--- src/sv/ttb_pkg.sv ---
// Package for the triangle tangent basis block.
// Holds default widths, result format constants and sequencer term codes.
// No dependencies.
`timescale 1ns / 1ps
`default_nettype none

package ttb_pkg;

  localparam int COORD_WIDTH_DEF = 16;   // vertex field width
  localparam int RES_WIDTH       = 32;   // result component width
  localparam int OUT_FRAC        = 16;   // fraction bits of the result

  localparam logic [RES_WIDTH-1:0] RES_MAX = {1'b0, {(RES_WIDTH-1){1'b1}}};
  localparam logic [RES_WIDTH-1:0] RES_MIN = {1'b1, {(RES_WIDTH-1){1'b0}}};

  // Sequencer terms: determinant first, then tangent and bitangent per axis.
  localparam logic [2:0] TERM_DET = 3'd0;
  localparam logic [2:0] TERM_TX  = 3'd1;
  localparam logic [2:0] TERM_BX  = 3'd2;
  localparam logic [2:0] TERM_TY  = 3'd3;
  localparam logic [2:0] TERM_BY  = 3'd4;
  localparam logic [2:0] TERM_TZ  = 3'd5;
  localparam logic [2:0] TERM_BZ  = 3'd6;

  localparam int NUM_COMP = 6;           // tangent xyz plus bitangent xyz

endpackage

`default_nettype wire

--- src/sv/ttb_if.sv ---
// Handshake channels of the triangle tangent basis block.
// ttb_vtx_if carries one vertex, ttb_res_if one tangent/bitangent result.
// Depends on ttb_pkg.
`timescale 1ns / 1ps
`default_nettype none

interface ttb_vtx_if #(
  parameter int COORD_WIDTH = 16
);
  logic                          valid;
  logic                          ready;
  logic signed [COORD_WIDTH-1:0] pos_x;
  logic signed [COORD_WIDTH-1:0] pos_y;
  logic signed [COORD_WIDTH-1:0] pos_z;
  logic signed [COORD_WIDTH-1:0] tex_u;
  logic signed [COORD_WIDTH-1:0] tex_v;

  modport source (output valid, pos_x, pos_y, pos_z, tex_u, tex_v, input ready);
  modport sink   (input valid, pos_x, pos_y, pos_z, tex_u, tex_v, output ready);
endinterface

interface ttb_res_if import ttb_pkg::*; ();
  logic                        valid;
  logic                        ready;
  logic signed [RES_WIDTH-1:0] tan_x;
  logic signed [RES_WIDTH-1:0] tan_y;
  logic signed [RES_WIDTH-1:0] tan_z;
  logic signed [RES_WIDTH-1:0] bitan_x;
  logic signed [RES_WIDTH-1:0] bitan_y;
  logic signed [RES_WIDTH-1:0] bitan_z;
  logic                        degenerate;

  modport source (output valid, tan_x, tan_y, tan_z, bitan_x, bitan_y, bitan_z,
                  degenerate, input ready);
  modport sink   (input valid, tan_x, tan_y, tan_z, bitan_x, bitan_y, bitan_z,
                  degenerate, output ready);
endinterface

`default_nettype wire

--- src/sv/triangle_tangent_basis_top.sv ---
// Top level of the triangle tangent basis block.
// Depends on ttb_pkg and the channel interfaces in ttb_if.sv.
`timescale 1ns / 1ps
`default_nettype none

// Vertices stream in on vtx_i and are grouped three at a time into
// triangles; the third corner of each triangle yields one item on res_o
// with tangent and bitangent in signed Q16.16, each component
// (numerator << 16) / det truncated toward zero and saturated to 32 bits.
// A zero UV determinant gives zero vectors with degenerate set. The first
// and second corners are only held. The third corner starts a sequencer
// around one signed (COORD_WIDTH+1)-bit multiplier and one restoring
// divider that retires one quotient bit per cycle. The determinant takes
// three multiply/subtract steps and a zero check; each of the six components
// takes the same three steps, a divider setup, one step per quotient bit
// (none on overflow) and a saturation step. vtx_i stays not ready from a
// third corner until the result is loaded into the output register, which
// waits for res_o to take the previous result. The output register holds
// a finished item while the next triangle's first corners are taken.

module triangle_tangent_basis_top import ttb_pkg::*; #(
  parameter int COORD_WIDTH = COORD_WIDTH_DEF
) (
  input  wire        clk_i,
  input  wire        rst_ni,
  ttb_vtx_if.sink    vtx_i,
  ttb_res_if.source  res_o
);

  localparam int DW = COORD_WIDTH + 1;       // corner difference width
  localparam int AW = 2 * DW;                // product / numerator width
  localparam int MW = AW - 1;                // magnitude width
  localparam int CW = $clog2(RES_WIDTH);     // quotient bit counter width

  typedef enum logic [7:0] {
    ST_IDLE = 8'b0000_0001,
    ST_MUL0 = 8'b0000_0010,
    ST_MUL1 = 8'b0000_0100,
    ST_SUB  = 8'b0000_1000,
    ST_DIVI = 8'b0001_0000,
    ST_DIVS = 8'b0010_0000,
    ST_DIVF = 8'b0100_0000,
    ST_DONE = 8'b1000_0000
  } state_e;

  typedef struct packed {
    logic signed [COORD_WIDTH-1:0] px;
    logic signed [COORD_WIDTH-1:0] py;
    logic signed [COORD_WIDTH-1:0] pz;
    logic signed [COORD_WIDTH-1:0] tu;
    logic signed [COORD_WIDTH-1:0] tv;
  } corner_t;

  state_e state_q, state_d;

  // Held corners and count
  corner_t    held_q [2];
  logic [1:0] corner_cnt_q;

  // Edge and UV deltas of the open triangle
  logic signed [DW-1:0] e1_q [3];
  logic signed [DW-1:0] e2_q [3];
  logic signed [DW-1:0] du1_q, dv1_q, du2_q, dv2_q;

  // Multiply / accumulate datapath
  logic [2:0]           term_q;
  logic signed [AW-1:0] prod_q;
  logic signed [AW-1:0] acc_q;

  // Divider
  logic [MW-1:0]        dmag_q;
  logic                 dsign_q;
  logic [MW-1:0]        rem_q;
  logic [RES_WIDTH-1:0] nlo_q;
  logic [RES_WIDTH-1:0] quo_q;
  logic [CW-1:0]        bit_cnt_q;
  logic                 neg_q;
  logic                 ovf_q;

  // Results
  logic [RES_WIDTH-1:0] res_q [NUM_COMP];
  logic                 degen_q;

  // Output register
  logic                 out_valid_q;
  logic [RES_WIDTH-1:0] out_q [NUM_COMP];
  logic                 out_degen_q;

  logic vtx_fire;
  logic out_free;

  assign vtx_i.ready = (state_q == ST_IDLE);
  assign vtx_fire    = vtx_i.valid && vtx_i.ready;
  assign out_free    = !out_valid_q || res_o.ready;

  // Incoming corner, packed
  corner_t cur;
  assign cur = '{px: vtx_i.pos_x, py: vtx_i.pos_y, pz: vtx_i.pos_z,
                 tu: vtx_i.tex_u, tv: vtx_i.tex_v};

  function automatic logic signed [DW-1:0] sdiff(logic signed [COORD_WIDTH-1:0] a,
                                                 logic signed [COORD_WIDTH-1:0] b);
    logic signed [DW-1:0] ae, be;
    ae = {a[COORD_WIDTH-1], a};
    be = {b[COORD_WIDTH-1], b};
    return ae - be;
  endfunction

  // Operand select: det = du1*dv2 - du2*dv1, T = dv2*e1 - dv1*e2,
  // B = du1*e2 - du2*e1.
  logic                 phase;
  logic signed [DW-1:0] e1_sel, e2_sel, op_a, op_b;
  logic signed [AW-1:0] prod_d;

  assign phase = (state_q == ST_MUL1);

  always_comb begin
    if (term_q inside {TERM_TX, TERM_BX}) begin
      e1_sel = e1_q[0];
      e2_sel = e2_q[0];
    end else if (term_q inside {TERM_TY, TERM_BY}) begin
      e1_sel = e1_q[1];
      e2_sel = e2_q[1];
    end else begin
      e1_sel = e1_q[2];
      e2_sel = e2_q[2];
    end
    if (term_q == TERM_DET) begin
      op_a = phase ? du2_q : du1_q;
      op_b = phase ? dv1_q : dv2_q;
    end else if (term_q[0]) begin
      op_a = phase ? dv1_q : dv2_q;
      op_b = phase ? e2_sel : e1_sel;
    end else begin
      op_a = phase ? du2_q : du1_q;
      op_b = phase ? e1_sel : e2_sel;
    end
  end

  assign prod_d = op_a * op_b;

  // Magnitude of the accumulated term
  logic [MW-1:0] acc_mag;
  logic [AW-1:0] acc_neg;
  assign acc_neg = -acc_q;
  assign acc_mag = acc_q[AW-1] ? acc_neg[MW-1:0] : acc_q[MW-1:0];

  // One restoring step: shift in the next dividend bit, try the subtract
  logic [MW:0] trial;
  logic        trial_ok;
  assign trial    = {rem_q, nlo_q[RES_WIDTH-1]} - {1'b0, dmag_q};
  assign trial_ok = !trial[MW];

  // Saturated, signed component from quotient and sign
  logic [RES_WIDTH-1:0] comp_val;
  always_comb begin
    if (ovf_q || quo_q[RES_WIDTH-1]) begin
      comp_val = neg_q ? RES_MIN : RES_MAX;
    end else begin
      comp_val = neg_q ? -quo_q : quo_q;
    end
  end

  logic [2:0] res_idx;
  assign res_idx = 3'(term_q - 3'd1);

  // Sequencer
  always_comb begin
    state_d = state_q;
    case (state_q)
      ST_IDLE: if (vtx_fire && corner_cnt_q == 2'd2) state_d = ST_MUL0;
      ST_MUL0: state_d = ST_MUL1;
      ST_MUL1: state_d = ST_SUB;
      ST_SUB:  state_d = ST_DIVI;
      ST_DIVI: begin
        if (term_q == TERM_DET) begin
          state_d = (acc_q == '0) ? ST_DONE : ST_MUL0;
        end else if ((acc_mag >> OUT_FRAC) >= dmag_q) begin
          state_d = ST_DIVF;
        end else begin
          state_d = ST_DIVS;
        end
      end
      ST_DIVS: if (bit_cnt_q == CW'(RES_WIDTH - 1)) state_d = ST_DIVF;
      ST_DIVF: state_d = (term_q == TERM_BZ) ? ST_DONE : ST_MUL0;
      ST_DONE: if (out_free) state_d = ST_IDLE;
      default: state_d = ST_IDLE;
    endcase
  end

  always_ff @(posedge clk_i or negedge rst_ni) begin
    if (!rst_ni) begin
      state_q      <= ST_IDLE;
      corner_cnt_q <= 2'd0;
      held_q[0]    <= '0;
      held_q[1]    <= '0;
      out_valid_q  <= 1'b0;
    end else begin
      state_q <= state_d;
      if (vtx_fire) begin
        if (corner_cnt_q == 2'd2) begin
          corner_cnt_q <= 2'd0;
        end else begin
          held_q[corner_cnt_q[0]] <= cur;
          corner_cnt_q            <= corner_cnt_q + 2'd1;
        end
      end
      // Drop the output item once taken; load a new one at the end of a triangle
      if (state_q == ST_DONE && out_free) begin
        out_valid_q <= 1'b1;
      end else if (res_o.ready) begin
        out_valid_q <= 1'b0;
      end
    end
  end

  // Datapath registers, no reset needed
  always_ff @(posedge clk_i) begin
    case (state_q)
      ST_IDLE: begin
        if (vtx_fire && corner_cnt_q == 2'd2) begin
          // Third corner: form edges and UV deltas
          e1_q[0] <= sdiff(held_q[1].px, held_q[0].px);
          e1_q[1] <= sdiff(held_q[1].py, held_q[0].py);
          e1_q[2] <= sdiff(held_q[1].pz, held_q[0].pz);
          e2_q[0] <= sdiff(cur.px, held_q[0].px);
          e2_q[1] <= sdiff(cur.py, held_q[0].py);
          e2_q[2] <= sdiff(cur.pz, held_q[0].pz);
          du1_q   <= sdiff(held_q[1].tu, held_q[0].tu);
          dv1_q   <= sdiff(held_q[1].tv, held_q[0].tv);
          du2_q   <= sdiff(cur.tu, held_q[0].tu);
          dv2_q   <= sdiff(cur.tv, held_q[0].tv);
          term_q  <= TERM_DET;
          degen_q <= 1'b0;
        end
      end
      ST_MUL0: prod_q <= prod_d;
      ST_MUL1: begin
        acc_q  <= prod_q;
        prod_q <= prod_d;
      end
      ST_SUB:  acc_q <= acc_q - prod_q;
      ST_DIVI: begin
        if (term_q == TERM_DET) begin
          if (acc_q == '0) begin
            // Degenerate UV mapping: zero vectors
            for (int i = 0; i < NUM_COMP; i++) res_q[i] <= '0;
            degen_q <= 1'b1;
          end else begin
            dmag_q  <= acc_mag;
            dsign_q <= acc_q[AW-1];
            term_q  <= TERM_TX;
          end
        end else begin
          neg_q     <= acc_q[AW-1] ^ dsign_q;
          ovf_q     <= ((acc_mag >> OUT_FRAC) >= dmag_q);
          rem_q     <= acc_mag >> OUT_FRAC;
          nlo_q     <= {acc_mag[OUT_FRAC-1:0], {(RES_WIDTH-OUT_FRAC){1'b0}}};
          quo_q     <= '0;
          bit_cnt_q <= '0;
        end
      end
      ST_DIVS: begin
        rem_q     <= trial_ok ? trial[MW-1:0] : {rem_q[MW-2:0], nlo_q[RES_WIDTH-1]};
        nlo_q     <= {nlo_q[RES_WIDTH-2:0], 1'b0};
        quo_q     <= {quo_q[RES_WIDTH-2:0], trial_ok};
        bit_cnt_q <= bit_cnt_q + CW'(1);
      end
      ST_DIVF: begin
        res_q[res_idx] <= comp_val;
        term_q         <= term_q + 3'd1;
      end
      ST_DONE: begin
        if (out_free) begin
          for (int i = 0; i < NUM_COMP; i++) out_q[i] <= res_q[i];
          out_degen_q <= degen_q;
        end
      end
      default: ;
    endcase
  end

  assign res_o.valid      = out_valid_q;
  assign res_o.tan_x      = out_q[0];
  assign res_o.bitan_x    = out_q[1];
  assign res_o.tan_y      = out_q[2];
  assign res_o.bitan_y    = out_q[3];
  assign res_o.tan_z      = out_q[4];
  assign res_o.bitan_z    = out_q[5];
  assign res_o.degenerate = out_degen_q;

endmodule

`default_nettype wire

--- src/flat_wrapper.sv ---
// flat-port wrapper written by rule: the top's interface ports become plain ports
module triangle_tangent_basis_top_flat import ttb_pkg::*;
#(
  parameter int COORD_WIDTH = COORD_WIDTH_DEF
)
  (clk_i, rst_ni, vtx_i_valid, vtx_i_pos_x, vtx_i_pos_y, vtx_i_pos_z, vtx_i_tex_u, vtx_i_tex_v, vtx_i_ready, res_o_valid, res_o_tan_x, res_o_tan_y, res_o_tan_z, res_o_bitan_x, res_o_bitan_y, res_o_bitan_z, res_o_degenerate, res_o_ready);
  ttb_vtx_if #(.COORD_WIDTH(COORD_WIDTH)) vtx_i_i ();
  ttb_res_if res_o_i ();
  input  wire clk_i;
  input  wire rst_ni;
  input wire logic [$bits(vtx_i_i.valid)-1:0] vtx_i_valid;
  input wire logic [$bits(vtx_i_i.pos_x)-1:0] vtx_i_pos_x;
  input wire logic [$bits(vtx_i_i.pos_y)-1:0] vtx_i_pos_y;
  input wire logic [$bits(vtx_i_i.pos_z)-1:0] vtx_i_pos_z;
  input wire logic [$bits(vtx_i_i.tex_u)-1:0] vtx_i_tex_u;
  input wire logic [$bits(vtx_i_i.tex_v)-1:0] vtx_i_tex_v;
  output wire logic [$bits(vtx_i_i.ready)-1:0] vtx_i_ready;
  output wire logic [$bits(res_o_i.valid)-1:0] res_o_valid;
  output wire logic [$bits(res_o_i.tan_x)-1:0] res_o_tan_x;
  output wire logic [$bits(res_o_i.tan_y)-1:0] res_o_tan_y;
  output wire logic [$bits(res_o_i.tan_z)-1:0] res_o_tan_z;
  output wire logic [$bits(res_o_i.bitan_x)-1:0] res_o_bitan_x;
  output wire logic [$bits(res_o_i.bitan_y)-1:0] res_o_bitan_y;
  output wire logic [$bits(res_o_i.bitan_z)-1:0] res_o_bitan_z;
  output wire logic [$bits(res_o_i.degenerate)-1:0] res_o_degenerate;
  input wire logic [$bits(res_o_i.ready)-1:0] res_o_ready;
  assign vtx_i_i.valid = vtx_i_valid;
  assign vtx_i_i.pos_x = vtx_i_pos_x;
  assign vtx_i_i.pos_y = vtx_i_pos_y;
  assign vtx_i_i.pos_z = vtx_i_pos_z;
  assign vtx_i_i.tex_u = vtx_i_tex_u;
  assign vtx_i_i.tex_v = vtx_i_tex_v;
  assign vtx_i_ready = vtx_i_i.ready;
  assign res_o_valid = res_o_i.valid;
  assign res_o_tan_x = res_o_i.tan_x;
  assign res_o_tan_y = res_o_i.tan_y;
  assign res_o_tan_z = res_o_i.tan_z;
  assign res_o_bitan_x = res_o_i.bitan_x;
  assign res_o_bitan_y = res_o_i.bitan_y;
  assign res_o_bitan_z = res_o_i.bitan_z;
  assign res_o_degenerate = res_o_i.degenerate;
  assign res_o_i.ready = res_o_ready;
  triangle_tangent_basis_top #(.COORD_WIDTH(COORD_WIDTH)) u_core (.clk_i(clk_i), .rst_ni(rst_ni), .vtx_i(vtx_i_i), .res_o(res_o_i));
endmodule
--- config.mk ---
export PLATFORM = sky130hd
export DESIGN_NAME = triangle_tangent_basis_top_flat
export DESIGN_NICKNAME = d
export VERILOG_FILES = /design/src/sv/ttb_pkg.sv /design/src/sv/ttb_if.sv /design/src/sv/triangle_tangent_basis_top.sv /design/src/flat_wrapper.sv
export SDC_FILE = /design/constraint.sdc
export NUM_CORES = 2
export LEC_CHECK = 0
export BUFFER_PORTS_ARGS = -buffer_cell sky130_fd_sc_hd__buf_2
export CORE_ASPECT_RATIO = 1.4
export CORE_UTILIZATION = 62
export CTS_CLUSTER_DIAMETER = 50
export DETAILED_ROUTE_END_ITERATION = 6
export PLACE_DENSITY_LB_ADDON = 0.08
export SYNTH_ARGS = -nofsm -noshare
export SYNTH_HDL_FRONTEND = slang
export SYNTH_SLANG_ARGS = --single-unit
--- constraint.sdc ---
create_clock -name clk_i -period 15.83 [get_ports clk_i]
set_input_delay 2.3745 -clock clk_i [delete_from_list [all_inputs] [get_ports clk_i]]
set_output_delay 2.3745 -clock clk_i [all_outputs]
set_load 0.02 [all_outputs]
**After elaboration in Yosys (flattened, before gate mapping)**

Memories as Yosys holds them, arrays and structs flattened.
Cells that the tools add are included.

- Bits in latches: 0
- Bits in writable memories: 486
- Memory bits (read-only): 0
- Bits of input ports: 84
- Flip-flop bits (word level): 450
- Output and inout port bits: 195
- Memories: 4
- Logic and storage cells: 174

Memories:

| memory | words | width | rd ports | clocked after Yosys merged registers in | write ports | RTL line | source |
|---|---|---|---|---|---|---|---|
| u_core.out_q | 6 | 32 | 6 | 0 | 6 | triangle_tangent_basis_top.sv:86 | `logic [RES_WIDTH-1:0] out_q [NUM_COMP];` |
| u_core.res_q | 6 | 32 | 6 | 0 | 6 | triangle_tangent_basis_top.sv:81 | `logic [RES_WIDTH-1:0] res_q [NUM_COMP];` |
| u_core.e1_q | 3 | 17 | 3 | 0 | 3 | triangle_tangent_basis_top.sv:61 | `logic signed [DW-1:0] e1_q [3];` |
| u_core.e2_q | 3 | 17 | 3 | 0 | 3 | triangle_tangent_basis_top.sv:62 | `logic signed [DW-1:0] e2_q [3];` |

- Bitwise logic cells: 5
- Order comparisons: 3
- Divide/modulo/power cells: 0
- Equality and inequality tests: 22
- Add/subtract/negate cells: 18
- Shift operators: 0
- Mux-type cells: 63
- Reductions and logical operators: 28
- Multiply operators: 1

Operators by type and width:

| cell | count |
|---|---|
| 2-to-1 mux 17 bit | 12 |
| 2-to-1 mux 32 bit | 6 |
| subtractor 16 x 16 -> 17 bit | 10 |
| bitwise mux 160 bit | 1 |
| case mux 32 bit (2 select lines) | 2 |
| 2-to-1 mux 33 bit | 3 |
| demux 80 bit (select 1 bit) | 1 |
| 2-to-1 mux 80 bit | 1 |
| case mux 34 bit (2 select lines) | 1 |
| case mux 33 bit (2 select lines) | 1 |
| case mux 8 bit (8 select lines) | 1 |
| 2-to-1 mux 8 bit | 6 |
| logical NOT 34 bit | 1 |
| multiplier 17 x 17 -> 34 bit | 1 |
| subtractor 34 x 33 -> 34 bit | 1 |
| subtractor 34 bit | 1 |
| >= comparator 17 x 33 -> 1 bit | 1 |
| negation 33 bit | 1 |
| negation 32 bit | 1 |
| OR reduction 32 bit | 1 |
| 2-to-1 mux 1 bit | 18 |
| 2-to-1 mux 3 bit | 4 |
| nonzero test 2 bit | 6 |
| case mux 5 bit (2 select lines) | 1 |
| 38 further kinds | 58 |

**Logic depth before layout (Yosys ltp)**

- Depth in word-level cells: 8
- Depth in mapped cells: 36

**Least setup slack after synthesis**

OpenSTA, ideal clock, no wires.

- Path type: in2reg
- From: input port res_o_ready
- To: memory u_core.out_q[0][0], enable pin
- Slack: 3.328 ns
- Stages: 2
- Path buffers: 0
- Setup time: 0.811 ns
- Arrival: 11.692 ns
- Cell sequence: inv_1 > a21oi_1

RTL lines:

| what | RTL line | source |
|---|---|---|
| from (decl) | flat_wrapper.sv:26 | `input wire logic [$bits(res_o_i.ready)-1:0] res_o_ready;` |
| to (decl) | triangle_tangent_basis_top.sv:86 |  |

**Worst setup path after layout**

- From: register u_core.state_q[0]
- To: register u_core.prod_q[33] (data pin)

- Longest elaborated chain between the ends: 5

Ends and longest elaborated chain:

| what | RTL line | source |
|---|---|---|
| from (decl) | triangle_tangent_basis_top.sv:54 | `state_e state_q, state_d;` |
| from (signal assigned) | triangle_tangent_basis_top.sv:199 | `state_q <= state_d;` |
| equality test 8 x 3 -> 1 bit * | triangle_tangent_basis_top.sv:115 | `assign phase = (state_q == ST_MUL1);` |
| 2-to-1 mux 17 bit (on tied branches) | n/a |  |
| 2-to-1 mux 17 bit | triangle_tangent_basis_top.sv:131 | `end else if (term_q[0]) begin` |
| 2-to-1 mux 17 bit | triangle_tangent_basis_top.sv:128 | `if (term_q == TERM_DET) begin` |
| multiplier 17 x 17 -> 34 bit * | triangle_tangent_basis_top.sv:140 | `assign prod_d = op_a * op_b;` |
| net u_core.prod_d[33] | triangle_tangent_basis_top.sv:113 | `logic signed [AW-1:0] prod_d;` |
| to (signal assigned) | triangle_tangent_basis_top.sv:237 | `ST_MUL0: prod_q <= prod_d;` |
| to (signal assigned) | triangle_tangent_basis_top.sv:240 | `prod_q <= prod_d;` |
| to (decl) | triangle_tangent_basis_top.sv:67 | `logic signed [AW-1:0] prod_q;` |

Mark *: on every way through the listed nets, which the timed path passes. The rest lies on a longest branch.
A chain may end at the register's enable or synchronous reset.

==> run metrics <==
sequential share of the synthesized area=47.85%; CP peak stage delay=740 ps; DR iter-0 viols=2,581; max-slew violations=0; CTS sink count=920; cell mode on critical path=fa_1; initial core utilization=62.43%; share of flip-flops with an asynchronous set or reset=18.59%; FF-to-FF setup slack=6180 ps; DP Wirelength=101,600 um; top_reg_cell synth=edfxtp_1; CTS Buffer Depth=3; Final ANT Viol Nets=0; layout cell share with drive strength beyond 1=12.04%; number of synthesized flops with an enable pin=749; drt drc=0; Post-Place Cells=6,433; die height=357.5 um; CP Launch Point=u_core.state_q[0]$_DFFE_PN1P_; fin util=69.27%; Clock Latency Late Sink=700 ps; largest net degree at the start of global routing=157; capturing point of the worst reg2reg path=u_core.prod_q[33]$_DFFE_PP_; RSZ-0062 raised after global routing=false; arrival time worst endpoint=10,090 ps; area grow syn2layout=10.95%; crit path to=u_core.prod_q[33]$_DFFE_PP_; CTS tree=done; Tcrit/Tclk final=60.95%; I/O Buffers=278; syn nets=5,774; Worst-Margin Slew=1288 ps; post-synth cell types=90; status=finished, final reports clean; GRT Util Overall=29.95%; Avg WL per Cell=20.39 um; cts bufs inserted=94; Syn Inst Count=5,045; CTS Hold Bufs=0; via count=37,682; I/O pin count=279; Max Freq=0.1036 GHz; final hold violations=0; final setup violating endpoints=0; Yosys reg bits=920; R2R depth=31; crit path kind=register to register; Die Wd=255.9 um; clock transition at the registers of the reported paths=70 ps; H-tree levels=3; Ys Warns=0; Final Wtd Congestion=1.009; Final #Nets=6,070; crit-path max FO=37; WP buf/inv=7; Worst Path Required=16,270 ps; MaxCap Viol Count=0; delay-heaviest family, CP=adder cells; core area=0.08962 mm^2; post-CTS resize count=0; crit path launch type=register; Worst Skew=38.83 ps; synthesized cell area=0.05595 mm^2; Min-Delay Path Class=register to register; Die ar.=0.09147 mm^2; Final min period=9649 ps; setup_tns=0 ps; first-pass GRT wire length=211,200 um; Crit. path cell count=31; worst hold start=u_core.res_q[0][17]$_SDFFCE_PN0P_; Final Instance Count excl. Fillers=6,607; initial antenna violation count=3; reg-to-reg startpoint=u_core.state_q[0]$_DFFE_PN1P_; drt pass-1 iters=6; total grt overflow=0; Root Buffer Master=clkbuf_16; vias in the first global route=38,556; Slew Limit Headroom=11.65%; Core Rows=130; post-CTS setup repair buffer count=0; Avg Cell Area, Syn=11.09 um^2; via/cell ratio=5.703; Setup crit end kind=register; WL final=134,700 um; CP max stage cell=fa_1
worst min-delay path by stage:
stage / end / slack [ps] / depth (start not counted)
2_1_floorplan: u_core.out_q[0][0]$_DFFE_PP_ / 400 / 0
3_3_place_gp: u_core.out_q[5][1]$_DFFE_PP_ / 400 / 0
3_5_place_dp: u_core.out_q[2][13]$_DFFE_PP_ / 400 / 0
4_1_cts: u_core.out_q[0][17]$_DFFE_PP_ / 410 / 0
5_1_grt: u_core.out_q[3][17]$_DFFE_PP_ / 420 / 0
6_report: u_core.out_q[0][17]$_DFFE_PP_ / 410 / 0
per-stage QoR:
step | setup WS (ps) | hold slack [ps] | instance area, um^2
after global placement | 6427 | 400.2 | 58860
after CTS | 6203 | 410.0 | 62070
after detailed placement | 6257 | 404.5 | 58860
final | 6181 | 408.4 | 62080
after floorplan | 3328 | 400.3 | 55950
after global routing | 5522 | 420.2 | 62070
cell usage after synthesis, drive strengths merged (19+ instances only):
master	count	area, um^2
a21boi	27	202.7
a21o	44	330.3
a21oi	201	1006
a31oi	31	193.9
a41o	19	190.2
and2	53	331.6
and3	27	168.9
buf	28	132.6
clkbuf	113	424.2
dfrtp	170	4254
edfxtp	749	22490
fa	308	6166
ha	337	4217
inv	588	2207
mux2	99	1115
mux2i	62	620.6
nand2	434	1632
nand2b	62	387.9
nand3	75	380.4
nor2	628	2357
nor2b	54	337.8
nor3	84	446.7
nor3b	22	170.2
o21a	32	241.5
o21ai	265	1326
o22ai	39	244.0
or3	28	180.2
xnor2	173	1523
xor2	50	437.9
logic make-up (layout without fill, tap and decap cells):
| family | Yosys count | in the layout | synth area share (%) |
|---|---|---|---|
| AO/OA/AOI/OAI | 796 | 796 | 8.822 |
| flip-flops | 920 | 920 | 47.85 |
| buffers and inverters | 731 | 1103 | 4.953 |
| multiplexers | 178 | 178 | 3.786 |
| other | 0 | 2 | 0 |
| XOR/XNOR | 223 | 223 | 3.504 |
| adder cells (fa/ha/maj) | 645 | 645 | 18.56 |
| AND/OR/NAND/NOR | 1552 | 1552 | 12.53 |
registers in the layout, summed over array words and instances (netlist names), 32 cells and up:
| name | cells |
|---|---|
| u_core.prod_q | 34 |
| u_core.rem_q | 33 |
| u_core.acc_q | 34 |
| u_core.dmag_q | 33 |
| u_core.out_q | 192 |
| u_core.held_q | 160 |
| u_core.e1_q | 51 |
| u_core.res_q | 192 |
| u_core.e2_q | 51 |
| u_core.quo_q | 32 |
cell type report:
cell class	count	area (um^2)
antenna	2	5.005
sequential	920	26770
timing repair buffer	341	1883
tap	1188	1486
fill	6658	27540
multi-input combinational	3394	26500
inverter	590	2215
clock buffer	106	2460
clock inverter	66	755.7
routing by layer:
layer	track usage, %	vias to the layer above	share of wire [%]	routed length (um)
li1	-	17947	-	-
met1	33.48	18421	38	50810
met2	55.83	1014	53	71160
met3	3.437	300	4.1	5549
met4	16.00	0	5.3	7189
met5	0	-	0	0
layout by cell type (no fill, tap or decap), types with 13 or more instances in the layout:
master     instances
nor2b_1           54
inv_1            587
xor2_1            50
nand2b_1          62
nand2_1          432
a41o_1            19
or3_1             27
nor3_1            79
nand3b_1          17
clkinv_1          16
o22ai_1           39
and2_1            53
buf_4             62
o21ai_1           14
o21ai_0          250
mux2_2            94
o31ai_1           14
nor2_1           628
ha_1             337
mux2i_1           61
a21o_1            44
o21a_1            31
o21bai_1          16
dfrtp_1          170
edfxtp_1         749
nor3b_1           21
fa_1             308
nor4_1            13
or2_2             14
a21oi_1          198
o41ai_1           14
nand4_1           13
a21boi_0          27
mux4_2            17
clkbuf_16         96
buf_2            277
a31oi_1           31
nand3_1           73
xnor2_1          172
and3_1            26
Power is left out: the tool's default activity adds up to more than one toggle a clock period on the data nets, which glitch-free logic cannot reach.
